--- src/rtl/core/askf_pkg.sv ---
package askf_pkg;

  localparam int SAMPLE_BITS    = 16;
  localparam int GAIN_FRAC_BITS = 24;
  localparam int EST_EXTRA      = 8;
  localparam int EST_BITS       = SAMPLE_BITS + EST_EXTRA;
  localparam int MAG_BITS       = EST_BITS + 1;
  localparam int COV_BITS       = 32;
  localparam int NOISE_BITS     = 32;
  localparam int THR_BITS       = 15;
  localparam int CFG_DATA_BITS  = 32;
  localparam int CFG_IDX_BITS   = 2;
  localparam int DEN_BITS       = COV_BITS + 1;
  localparam int MCAND_BITS     = (MAG_BITS > COV_BITS) ? MAG_BITS : COV_BITS;
  localparam int MPLR_BITS      = GAIN_FRAC_BITS + 1;
  localparam int PROD_BITS      = MCAND_BITS + MPLR_BITS;
  localparam int DIV_CNT_BITS   = $clog2(GAIN_FRAC_BITS);
  localparam int MUL_CNT_BITS   = $clog2(MPLR_BITS);
  localparam int Q50_BITS       = NOISE_BITS + 6;

  localparam logic [COV_BITS-1:0]   COV_ONE         = COV_BITS'(32'h0100_0000);
  localparam logic [NOISE_BITS-1:0] NOISE_FLOOR     = NOISE_BITS'(17);
  localparam logic [Q50_BITS-1:0]   RECOIL_Q_FACTOR = Q50_BITS'(50);
  localparam logic [MPLR_BITS-1:0]  GAIN_ONE        = MPLR_BITS'(1) << GAIN_FRAC_BITS;

  localparam logic [NOISE_BITS-1:0] BASE_Q_RESET = NOISE_BITS'(167772);
  localparam logic [NOISE_BITS-1:0] BASE_R_RESET = NOISE_BITS'(1677722);
  localparam logic [THR_BITS-1:0]   THR_RESET    = THR_BITS'(6144);

  localparam logic CMD_SAMPLE = 1'b0;
  localparam logic CMD_ADAPT  = 1'b1;

  typedef enum logic [CFG_IDX_BITS-1:0] {
    CFG_BASE_Q    = 2'd0,
    CFG_BASE_R    = 2'd1,
    CFG_THRESHOLD = 2'd2
  } cfg_idx_e;

  function automatic logic [NOISE_BITS-1:0] floor_noise(input logic [NOISE_BITS-1:0] v);
    return (v < NOISE_FLOOR) ? NOISE_FLOOR : v;
  endfunction

  localparam logic [NOISE_BITS-1:0] ACT_Q_RESET = floor_noise(BASE_Q_RESET);
  localparam logic [NOISE_BITS-1:0] ACT_R_RESET = floor_noise(BASE_R_RESET);

endpackage

--- src/rtl/core/askf_div.sv ---
module askf_div (
  input  logic                                clk_i,
  input  logic                                rst_ni,
  input  logic                                start_i,
  input  logic [askf_pkg::COV_BITS-1:0]       pred_cov_i,
  input  logic [askf_pkg::NOISE_BITS-1:0]     meas_noise_i,
  output logic                                done_o,
  output logic [askf_pkg::GAIN_FRAC_BITS-1:0] gain_o
);

  logic                                busy_q, busy_d;
  logic                                done_q, done_d;
  logic [askf_pkg::DIV_CNT_BITS-1:0]   cnt_q, cnt_d;
  logic [askf_pkg::DEN_BITS-1:0]       rem_q, den_q;
  logic [askf_pkg::GAIN_FRAC_BITS-1:0] quot_q;
  logic [askf_pkg::DEN_BITS:0]         shifted, trial;
  logic                                fits;

  assign shifted = {rem_q, 1'b0};
  assign fits    = shifted >= {1'b0, den_q};
  assign trial   = shifted - {1'b0, den_q};

  always_comb begin
    busy_d = busy_q;
    done_d = 1'b0;
    cnt_d  = cnt_q;
    if (start_i) begin
      busy_d = 1'b1;
      cnt_d  = '0;
    end else if (busy_q) begin
      cnt_d = cnt_q + 1'b1;
      if (cnt_q == askf_pkg::DIV_CNT_BITS'(askf_pkg::GAIN_FRAC_BITS - 1)) begin
        busy_d = 1'b0;
        done_d = 1'b1;
      end
    end
  end

  always_ff @(posedge clk_i or negedge rst_ni) begin
    if (!rst_ni) begin
      busy_q <= 1'b0;
      done_q <= 1'b0;
      cnt_q  <= '0;
    end else begin
      busy_q <= busy_d;
      done_q <= done_d;
      cnt_q  <= cnt_d;
    end
  end

  always_ff @(posedge clk_i) begin
    if (start_i) begin
      den_q  <= {1'b0, pred_cov_i} + {1'b0, meas_noise_i};
      rem_q  <= {1'b0, pred_cov_i};
      quot_q <= '0;
    end else if (busy_q) begin
      rem_q  <= fits ? trial[askf_pkg::DEN_BITS-1:0] : shifted[askf_pkg::DEN_BITS-1:0];
      quot_q <= {quot_q[askf_pkg::GAIN_FRAC_BITS-2:0], fits};
    end
  end

  assign done_o = done_q;
  assign gain_o = quot_q;

  a_rem_below_den: assert property (@(posedge clk_i) disable iff (!rst_ni)
    busy_q |-> rem_q < den_q)
    else $error("divider remainder not below divisor");

endmodule

--- src/rtl/core/askf_mul.sv ---
module askf_mul (
  input  logic                            clk_i,
  input  logic                            rst_ni,
  input  logic                            start_i,
  input  logic [askf_pkg::MCAND_BITS-1:0] mcand_i,
  input  logic [askf_pkg::MPLR_BITS-1:0]  mplr_i,
  output logic                            done_o,
  output logic [askf_pkg::MCAND_BITS-1:0] result_o
);

  localparam logic [askf_pkg::PROD_BITS-1:0] ROUND_HALF =
    askf_pkg::PROD_BITS'(1) << (askf_pkg::GAIN_FRAC_BITS - 1);

  logic                              busy_q, busy_d;
  logic                              done_q, done_d;
  logic [askf_pkg::MUL_CNT_BITS-1:0] cnt_q, cnt_d;
  logic [askf_pkg::PROD_BITS-1:0]    acc_q, mc_q;
  logic [askf_pkg::MPLR_BITS-1:0]    mp_q;

  always_comb begin
    busy_d = busy_q;
    done_d = 1'b0;
    cnt_d  = cnt_q;
    if (start_i) begin
      busy_d = 1'b1;
      cnt_d  = '0;
    end else if (busy_q) begin
      cnt_d = cnt_q + 1'b1;
      if (cnt_q == askf_pkg::MUL_CNT_BITS'(askf_pkg::MPLR_BITS - 1)) begin
        busy_d = 1'b0;
        done_d = 1'b1;
      end
    end
  end

  always_ff @(posedge clk_i or negedge rst_ni) begin
    if (!rst_ni) begin
      busy_q <= 1'b0;
      done_q <= 1'b0;
      cnt_q  <= '0;
    end else begin
      busy_q <= busy_d;
      done_q <= done_d;
      cnt_q  <= cnt_d;
    end
  end

  always_ff @(posedge clk_i) begin
    if (start_i) begin
      acc_q <= ROUND_HALF;
      mc_q  <= askf_pkg::PROD_BITS'(mcand_i);
      mp_q  <= mplr_i;
    end else if (busy_q) begin
      if (mp_q[0]) begin
        acc_q <= acc_q + mc_q;
      end
      mc_q <= {mc_q[askf_pkg::PROD_BITS-2:0], 1'b0};
      mp_q <= {1'b0, mp_q[askf_pkg::MPLR_BITS-1:1]};
    end
  end

  assign done_o   = done_q;
  assign result_o = acc_q[askf_pkg::GAIN_FRAC_BITS +: askf_pkg::MCAND_BITS];

endmodule

--- src/rtl/core/adaptive_scalar_kalman_filter_top.sv ---
// channel | direction | handshake                 | payload
// in      | request   | in_valid_i / in_stall_o   | cmd_i, sample_i, peak_level_i
// out     | result    | out_valid_o / out_stall_i | estimate_o, error_covariance_o
// cfg     | write     | cfg_we_i                  | cfg_index_i, cfg_wdata_i
// A sample request steps through PREP, LOAD, DIV (bit-serial divider) and MUL (two
// bit-serial multipliers) to WB, where it loads the output register.
// An adapt request goes from acceptance straight to WB, where it loads the output register.
// One request is in flight at a time; the next is taken the cycle after the load,
// while a loaded result may still wait under out_stall_i.
// Reset loads estimate 0, covariance 1.0 and the floored base noise values.
module adaptive_scalar_kalman_filter_top (
  input  logic                                clk_i,
  input  logic                                rst_ni,
  input  logic                                in_valid_i,
  output logic                                in_stall_o,
  input  logic                                cmd_i,
  input  logic signed [askf_pkg::SAMPLE_BITS-1:0] sample_i,
  input  logic [askf_pkg::THR_BITS-1:0]       peak_level_i,
  output logic                                out_valid_o,
  input  logic                                out_stall_i,
  output logic signed [askf_pkg::SAMPLE_BITS-1:0] estimate_o,
  output logic [askf_pkg::COV_BITS-1:0]       error_covariance_o,
  input  logic                                cfg_we_i,
  input  logic [askf_pkg::CFG_IDX_BITS-1:0]   cfg_index_i,
  input  logic [askf_pkg::CFG_DATA_BITS-1:0]  cfg_wdata_i
);

  localparam int SB = askf_pkg::SAMPLE_BITS;
  localparam int EB = askf_pkg::EST_BITS;

  localparam logic [2:0] ST_IDLE = 3'd0;
  localparam logic [2:0] ST_PREP = 3'd1;
  localparam logic [2:0] ST_LOAD = 3'd2;
  localparam logic [2:0] ST_DIV  = 3'd3;
  localparam logic [2:0] ST_MUL  = 3'd4;
  localparam logic [2:0] ST_WB   = 3'd5;

  logic [2:0]                          state_q, state_d;
  logic                                out_valid_q, out_valid_d;
  logic [askf_pkg::NOISE_BITS-1:0]     base_q_q, base_r_q;
  logic [askf_pkg::THR_BITS-1:0]       thr_q;
  logic [EB-1:0]                       est_q, est_d;
  logic [askf_pkg::COV_BITS-1:0]       cov_q, cov_d;
  logic [askf_pkg::NOISE_BITS-1:0]     q_q, q_d, r_q, r_d;
  logic [SB-1:0]                       z_q;
  logic [askf_pkg::COV_BITS-1:0]       pp_q;
  logic [askf_pkg::MAG_BITS-1:0]       mag_q;
  logic                                neg_q;
  logic [SB-1:0]                       est_out_q;
  logic [askf_pkg::COV_BITS-1:0]       cov_out_q;

  logic                                accept, load_out;
  logic                                div_start, div_done, mul_done, dmul_done, cmul_done;
  logic [askf_pkg::GAIN_FRAC_BITS-1:0] gain;
  logic [askf_pkg::MPLR_BITS-1:0]      gain_ext, gain_comp;
  logic [askf_pkg::MCAND_BITS-1:0]     dmul_res, cmul_res;
  logic [askf_pkg::COV_BITS:0]         pp_sum;
  logic [askf_pkg::COV_BITS-1:0]       pp_sat;
  logic [EB:0]                         diff;
  logic [askf_pkg::MAG_BITS-1:0]       mag;
  logic [askf_pkg::NOISE_BITS-1:0]     bq, br, q_recoil;
  logic [askf_pkg::Q50_BITS-1:0]       q50;
  logic [EB+1:0]                       x_ext, d_ext, x_sum;
  logic [EB-1:0]                       x_new;
  logic [EB:0]                         y_rnd;
  logic [SB:0]                         y_shr;
  logic [SB-1:0]                       est_round;

  assign accept   = in_valid_i && !in_stall_o;
  assign load_out = (state_q == ST_WB) && (!out_valid_q || !out_stall_i);
  assign in_stall_o = (state_q != ST_IDLE);

  // adapt
  assign bq       = askf_pkg::floor_noise(base_q_q);
  assign br       = askf_pkg::floor_noise(base_r_q);
  assign q50      = askf_pkg::Q50_BITS'(bq) * askf_pkg::RECOIL_Q_FACTOR;
  assign q_recoil = (q50[askf_pkg::Q50_BITS-1:askf_pkg::NOISE_BITS] != '0) ? '1
                  : q50[askf_pkg::NOISE_BITS-1:0];

  // predict and innovation
  assign pp_sum = {1'b0, cov_q} + {1'b0, q_q};
  assign pp_sat = pp_sum[askf_pkg::COV_BITS] ? '1 : pp_sum[askf_pkg::COV_BITS-1:0];
  assign diff   = {z_q[SB-1], z_q, askf_pkg::EST_EXTRA'(0)} - {est_q[EB-1], est_q};
  assign mag    = diff[EB] ? (~diff + 1'b1) : diff;

  // update
  assign div_start = (state_q == ST_LOAD);
  assign gain_ext  = {1'b0, gain};
  assign gain_comp = askf_pkg::GAIN_ONE - gain_ext;
  assign mul_done  = dmul_done && cmul_done;

  assign x_ext = {est_q[EB-1], est_q[EB-1], est_q};
  assign d_ext = (EB + 2)'(dmul_res[askf_pkg::MAG_BITS-1:0]);
  assign x_sum = neg_q ? (x_ext - d_ext) : (x_ext + d_ext);

  always_comb begin
    if ((x_sum[EB+1] == x_sum[EB]) && (x_sum[EB] == x_sum[EB-1])) begin
      x_new = x_sum[EB-1:0];
    end else if (x_sum[EB+1]) begin
      x_new = {1'b1, {(EB-1){1'b0}}};
    end else begin
      x_new = {1'b0, {(EB-1){1'b1}}};
    end
  end

  // output rounding, half up, saturated
  assign y_rnd = {est_q[EB-1], est_q} + (EB + 1)'(1 << (askf_pkg::EST_EXTRA - 1));
  assign y_shr = y_rnd[EB:askf_pkg::EST_EXTRA];

  always_comb begin
    if (y_shr[SB] == y_shr[SB-1]) begin
      est_round = y_shr[SB-1:0];
    end else if (y_shr[SB]) begin
      est_round = {1'b1, {(SB-1){1'b0}}};
    end else begin
      est_round = {1'b0, {(SB-1){1'b1}}};
    end
  end

  always_comb begin
    state_d = state_q;
    est_d   = est_q;
    cov_d   = cov_q;
    q_d     = q_q;
    r_d     = r_q;
    unique case (state_q)
      ST_IDLE: begin
        if (accept) begin
          if (cmd_i == askf_pkg::CMD_ADAPT) begin
            if (peak_level_i > thr_q) begin
              q_d = q_recoil;
              r_d = {1'b0, br[askf_pkg::NOISE_BITS-1:1]};
            end else begin
              q_d = bq;
              r_d = br;
            end
            state_d = ST_WB;
          end else begin
            state_d = ST_PREP;
          end
        end
      end
      ST_PREP: state_d = ST_LOAD;
      ST_LOAD: state_d = ST_DIV;
      ST_DIV: begin
        if (div_done) begin
          state_d = ST_MUL;
        end
      end
      ST_MUL: begin
        if (mul_done) begin
          est_d   = x_new;
          cov_d   = cmul_res[askf_pkg::COV_BITS-1:0];
          state_d = ST_WB;
        end
      end
      ST_WB: begin
        if (load_out) begin
          state_d = ST_IDLE;
        end
      end
      default: state_d = ST_IDLE;
    endcase
  end

  always_comb begin
    out_valid_d = out_valid_q;
    if (load_out) begin
      out_valid_d = 1'b1;
    end else if (!out_stall_i) begin
      out_valid_d = 1'b0;
    end
  end

  always_ff @(posedge clk_i or negedge rst_ni) begin
    if (!rst_ni) begin
      state_q     <= ST_IDLE;
      out_valid_q <= 1'b0;
      base_q_q    <= askf_pkg::BASE_Q_RESET;
      base_r_q    <= askf_pkg::BASE_R_RESET;
      thr_q       <= askf_pkg::THR_RESET;
      est_q       <= '0;
      cov_q       <= askf_pkg::COV_ONE;
      q_q         <= askf_pkg::ACT_Q_RESET;
      r_q         <= askf_pkg::ACT_R_RESET;
    end else begin
      state_q     <= state_d;
      out_valid_q <= out_valid_d;
      est_q       <= est_d;
      cov_q       <= cov_d;
      q_q         <= q_d;
      r_q         <= r_d;
      if (cfg_we_i) begin
        if (cfg_index_i == askf_pkg::CFG_BASE_Q) begin
          base_q_q <= cfg_wdata_i[askf_pkg::NOISE_BITS-1:0];
        end
        if (cfg_index_i == askf_pkg::CFG_BASE_R) begin
          base_r_q <= cfg_wdata_i[askf_pkg::NOISE_BITS-1:0];
        end
        if (cfg_index_i == askf_pkg::CFG_THRESHOLD) begin
          thr_q <= cfg_wdata_i[askf_pkg::THR_BITS-1:0];
        end
      end
    end
  end

  always_ff @(posedge clk_i) begin
    if (accept) begin
      z_q <= sample_i;
    end
    if (state_q == ST_PREP) begin
      pp_q  <= pp_sat;
      mag_q <= mag;
      neg_q <= diff[EB];
    end
    if (load_out) begin
      est_out_q <= est_round;
      cov_out_q <= cov_q;
    end
  end

  askf_div u_div (
    .clk_i       (clk_i),
    .rst_ni      (rst_ni),
    .start_i     (div_start),
    .pred_cov_i  (pp_q),
    .meas_noise_i(r_q),
    .done_o      (div_done),
    .gain_o      (gain)
  );

  askf_mul u_mul_delta (
    .clk_i   (clk_i),
    .rst_ni  (rst_ni),
    .start_i (div_done),
    .mcand_i (askf_pkg::MCAND_BITS'(mag_q)),
    .mplr_i  (gain_ext),
    .done_o  (dmul_done),
    .result_o(dmul_res)
  );

  askf_mul u_mul_cov (
    .clk_i   (clk_i),
    .rst_ni  (rst_ni),
    .start_i (div_done),
    .mcand_i (askf_pkg::MCAND_BITS'(pp_q)),
    .mplr_i  (gain_comp),
    .done_o  (cmul_done),
    .result_o(cmul_res)
  );

  assign out_valid_o        = out_valid_q;
  assign estimate_o         = est_out_q;
  assign error_covariance_o = cov_out_q;

  a_cov_not_above_pred: assert property (@(posedge clk_i) disable iff (!rst_ni)
    (state_q == ST_MUL && mul_done) |-> cmul_res <= askf_pkg::MCAND_BITS'(pp_q))
    else $error("updated covariance exceeds predicted covariance");

  a_step_not_above_innov: assert property (@(posedge clk_i) disable iff (!rst_ni)
    (state_q == ST_MUL && mul_done) |-> dmul_res <= askf_pkg::MCAND_BITS'(mag_q))
    else $error("estimate step exceeds innovation");

  a_meas_noise_nonzero: assert property (@(posedge clk_i) disable iff (!rst_ni)
    r_q != '0)
    else $error("measurement noise reached zero");

endmodule
--- config.mk ---
export PLATFORM = sky130hd
export DESIGN_NAME = adaptive_scalar_kalman_filter_top
export DESIGN_NICKNAME = d
export VERILOG_FILES = /design/src/rtl/core/askf_pkg.sv /design/src/rtl/core/askf_div.sv /design/src/rtl/core/askf_mul.sv /design/src/rtl/core/adaptive_scalar_kalman_filter_top.sv
export SDC_FILE = /design/constraint.sdc
export NUM_CORES = 2
export LEC_CHECK = 0
export ABC_AREA = 1
export BUFFER_PORTS_ARGS = -buffer_cell sky130_fd_sc_hd__buf_2
export CORE_MARGIN = 1
export CORE_UTILIZATION = 55
export CTS_BUF_LIST = sky130_fd_sc_hd__clkbuf_8
export DETAILED_ROUTE_END_ITERATION = 8
export PLACE_DENSITY = 0.71
export SETUP_SLACK_MARGIN = 0.3
export SLEW_MARGIN = 5
export SYNTH_ARGS = -nofsm -noshare
export SYNTH_HDL_FRONTEND = slang
export SYNTH_SLANG_ARGS = --single-unit
--- constraint.sdc ---
create_clock -name clk_i -period 5 [get_ports clk_i]
set_clock_uncertainty 0.1 [all_clocks]
set_input_delay 0.25 -clock clk_i [delete_from_list [all_inputs] [get_ports clk_i]]
set_output_delay 0.25 -clock clk_i [all_outputs]
set_load 0.01 [all_outputs]
==> results <==
- The flow ran to the end, and the final reports show no timing, DRC or antenna violations.
- The critical path's slowest cell is fa_1.
- Setup violations remaining at the end of the flow were counted as 0.
- STA classifies the critical path startpoint as a register.
- Once detail routing completed, the nets flagged for antenna violations numbered 0.
- During synthesis, Yosys emitted a total of 0 warnings.
- In this run the power density over the cells is 671 nW/µm².
- The clock tree synthesis step divided the H-tree into 3 levels.
- Of the available clock period, the critical path in the final layout requires 0.893.
- The final-report hold violation count is 0.
- The critical path required time is 5.56 ns.
- The final layout contains routed wiring with a total length of 154000 µm.
- OpenSTA, run right after detailed placement, puts the worst setup slack at 0.139 ns.
- The average detailed-routed wire length per instance is 19.0 µm.
- The floorplan step set the die height to 300 µm.
- The max-slew headroom at the worst pin is 0.250.
- The transition time at the pin with the least slew margin is 1.12 ns.
- After technology mapping, the gate count stands at 6674.
- The library cells used most frequently in the layout, excluding fill and tap cells, are 1644 x nand2_1, 972 x inv_1, 696 x nor2_1.
- After layout, the minimum clock period comes to 4.46 ns.
- The post-synth design cell area is 49000 µm².
- The root buffer cell is clkbuf_8.
- For this run the aggregate overflow at the end of global routing stands at 0.
- The cell occurring most often along the worst timing path is nand2_1.
- The number of synthesized flops with an enable pin is 293.
- In this run the tool buffered the top-level ports with 120 buffer cells.
- The die outline width is 300 µm.
- The half-perimeter wire length of the detailed placement result is 121000 µm.
- The routability congestion estimate from global placement is 0.991.
- The min-delay analysis places its worst path in the category in -> reg.
- The number of buffers on the longest clock path is 3.
- The starting DRC count in detailed routing is 3398.
- The least setup slack across all paths after layout is 0.537 ns.
- The highest attainable clock frequency is 224 MHz.
- The max-slew violation count came to 0.
- A synthesized cell averages 7.34 µm².
- Of the total synthesized cell area, the portion taken by XOR and XNOR cells is 0.0393.
- The final-layout fill cell count is 8339.
- In the synthesized netlist the dominant register cell turns out to be edfxtp_1.
- The maximum vdd ir drop is 0.441 mV.
- The core region is 88400 µm².
- The signed area change from the synthesized netlist to the final layout is 10.2%.
- On the worst path, the slowest cell contributes a delay of 0.53 ns.
- Setup repair after global routing left no endpoint under its margin.
- Setup total negative slack on the finished layout was measured at 0 ns.
- The synthesized-area fraction occupied by ao, oa, aoi and oai cells is 0.142.
- At the later pin of the worst-skew pair, clock insertion delay measures 0.80 ns.
- The starting density of the core is 0.554.
- The number of unique standard cell types used by synthesis is 64.
- TritonCTS built the clock tree.
- The share of total power dissipated in combinational logic is 0.574.
- The total CTS buffers is 116.
- The cell row count is 109.
- The async set or reset register ratio after synthesis is 0.322.
- The detailed router placed 44700 vias in this run.
- The detailed-route vias per instance is 5.51.
- The sequential group share of total power is 0.279.
- By area, the combinational part of the netlist is dominated by simple AND/OR/NAND/NOR gates.
- Cell internal power was estimated by the tool at 18.4 mW.
- The library cell used most frequently in the layout, excluding fill and tap cells, is nand2_1.
- Of the total synthesized cell area, the portion taken by full adders, half adders and majority gates is 0.107.
- The clock slew seen by the registers of the worst setup and hold paths is 0.06 ns.
- The basic-gate share of the synthesized area counting and, or, nand and nor cells is 0.254.
- The final cell utilization of the core is 0.611.
- The tool flagged a number of max-cap violations equal to 0.
- The largest fanout of any net on the critical path is 13.
- The number of antenna violations at the first check in global routing is 6.
- Across all register-to-register paths, the minimum setup slack is 0.54 ns.
- The final layout contains 7320 nets.
- The layout cell share with drive strength beyond 1 is 0.0841.
- Pin placement for this block handled 121 I/O pins.
- Of the total power, the clock network draws 0.147.
- The worst setup path is captured at a register.
- The final design area excluding fillers is 54000 µm².
- The overall power after layout is 36.2 mW.
- Of the synthesized area, sequential elements account for 0.368.
- For this design the static power due to leakage is 26.6 nW.
- STA puts the critical path data arrival time at 5.03 ns.
- The die covers 90300 µm².
- The number of global-route vias before repair was 42900.
- The total track usage is 0.339.
- After detailed routing, the number of remaining DRC violations is 0.
- The first-pass GRT wire length is 238000 µm.
- The multiplexer area fraction after synthesis is 0.
- Summed over all nets, the switching power comes to 17.8 mW.
- Synthesis inferred 695 register bits.
- Of the total power, the share spent switching nets is 0.493.
- The largest net degree at the start of global routing is 83.
- The category of the critical setup timing path is reg -> reg.
- The detailed-router iteration count before antenna repair is 8.
- Synthesis produced a netlist with a net count of 7143.
- For this design, the sink count on the clock tree is 695.
- The instance area after placement is 50700 µm².
==> registers in the layout (all words and copies together) (netlist names), 5 cells and up <==
register / count
mag_q: 25
base_q_q: 32
base_r_q: 32
u_div.gain_o: 24
cov_q: 32
z_q: 16
u_mul_cov.cnt_q: 5
u_div.cnt_q: 5
est_q: 24
u_mul_delta.cnt_q: 5
error_covariance_o: 32
r_q: 32
thr_q: 15
u_mul_cov.mc_q: 56
u_mul_delta.mc_q: 49
u_mul_cov.acc_q: 56
pp_q: 32
u_div.rem_q: 33
q_q: 32
u_div.den_q: 33
estimate_o: 16
u_mul_delta.acc_q: 49
u_mul_cov.mp_q: 25
u_mul_delta.mp_q: 24
==> worst max-delay path, delay by kind of cell (launching register included) <==
| kind | cells | cell delay [ns] |
|---|---|---|
| AO/OA/AOI/OAI | 2 | 0.29 |
| adder cells (fa/ha/maj) | 4 | 1.39 |
| flip-flops | 1 | 0.41 |
| buffers and inverters | 3 | 0.37 |
| AND/OR/NAND/NOR | 17 | 1.80 |
==> layer usage <==
layer	track usage	up-vias	wire, µm
li1	-	22300	-
met1	0.413	20700	63100
met2	0.577	1394	73400
met3	0.0471	383	8310
met4	0.188	0	9300
met5	0	-	0
==> per-stage QoR <==
step / std cells / hold slack, ns
4_1_cts: 8102 / 0.103
6_report: 8122 / 0.129
5_1_grt: 8120 / 0.102
3_3_place_gp: 7825 / 0.233
3_5_place_dp: 7825 / 0.238
2_1_floorplan: 6674 / -0.146
==> power groups by stage <==
stage	logic [mW]	clock network, mW	registers [mW]
final	20.8	5.33	10.1
after global routing	23.2	5.67	10.2
after CTS	20.3	5.43	10.1
after detailed placement	20.0	0	10.2
after global placement	19.9	0	10.1
after floorplan	15.0	0	9.43
==> cell usage after synthesis (37+ instances only) <==
cell,n,area share
nor3_1,75,0.0077
nor2_1,700,0.054
inv_1,944,0.072
xnor2_1,58,0.010
xor2_1,158,0.028
dfstp_2,45,0.024
a21o_1,42,0.0064
edfxtp_1,293,0.18
dfxtp_1,178,0.073
nand4_1,74,0.0094
clkbuf_1,135,0.010
nand3_1,330,0.034
nand2_1,1657,0.13
o22ai_1,44,0.0056
ha_1,365,0.093
dfrtp_1,179,0.091
o21ai_0,448,0.046
nand3b_1,37,0.0057
a21oi_1,431,0.044
o21ai_1,57,0.0058
==> area by class of cell <==
class,count,area [µm²],area share
antenna,3,7.51,0.000139
clock buffer,136,1870,0.0347
clock inverter,85,591,0.0109
inverter,961,3610,0.0669
multi-input combinational,4842,26800,0.496
sequential,695,18000,0.334
tap,1165,1460,0.0270
timing repair buffer,235,1650,0.0305
==> repair_timing <==
| action | CTS | global route |
|---|---|---|
| buffers inserted | 0 | 16 |
| endpoints found under the setup margin | 30 | 55 |
| pin swaps | 1 | 13 |
| cloned | 0 | 1 |
| hold buffers | 56 | 0 |
| hold endpoints to repair | 202 | 0 |
| gates resized for setup | 2 | 44 |
==> worst paths after layout <==
kind	start	endpoint	cells past startpoint
max in group asynchronous	rst_ni	thr_q[5]$_DFFE_PN0P_	4
worst max register to register	base_q_q[21]$_DFFE_PN0P_	q_q[21]$_DFFE_PN0P_	26
min in group asynchronous	rst_ni	r_q[9]$_DFFE_PN0P_	3
worst min register to register	u_mul_delta.cnt_q[4]$_DFFE_PN0P_	u_mul_delta.cnt_q[4]$_DFFE_PN0P_	1
worst max-delay path	base_q_q[21]$_DFFE_PN0P_	q_q[21]$_DFFE_PN0P_	26
worst min-delay path	sample_i[5]	z_q[5]$_DFFE_PP_	2
==> cell families (layout without fill, tap and decap cells) <==
| kind of cell | after synthesis | count (layout) |
|---|---|---|
| and+or+nand+nor | 2989 | 2990 |
| other | 0 | 3 |
| DFF | 695 | 695 |
| buffers and inverters | 1138 | 1417 |
| AOI/OAI and AO/OA | 1236 | 1236 |
| xor gates and xnor gates | 218 | 218 |
| adders and majority gates | 398 | 398 |
Note: power is estimated with default switching activity, not from simulation.
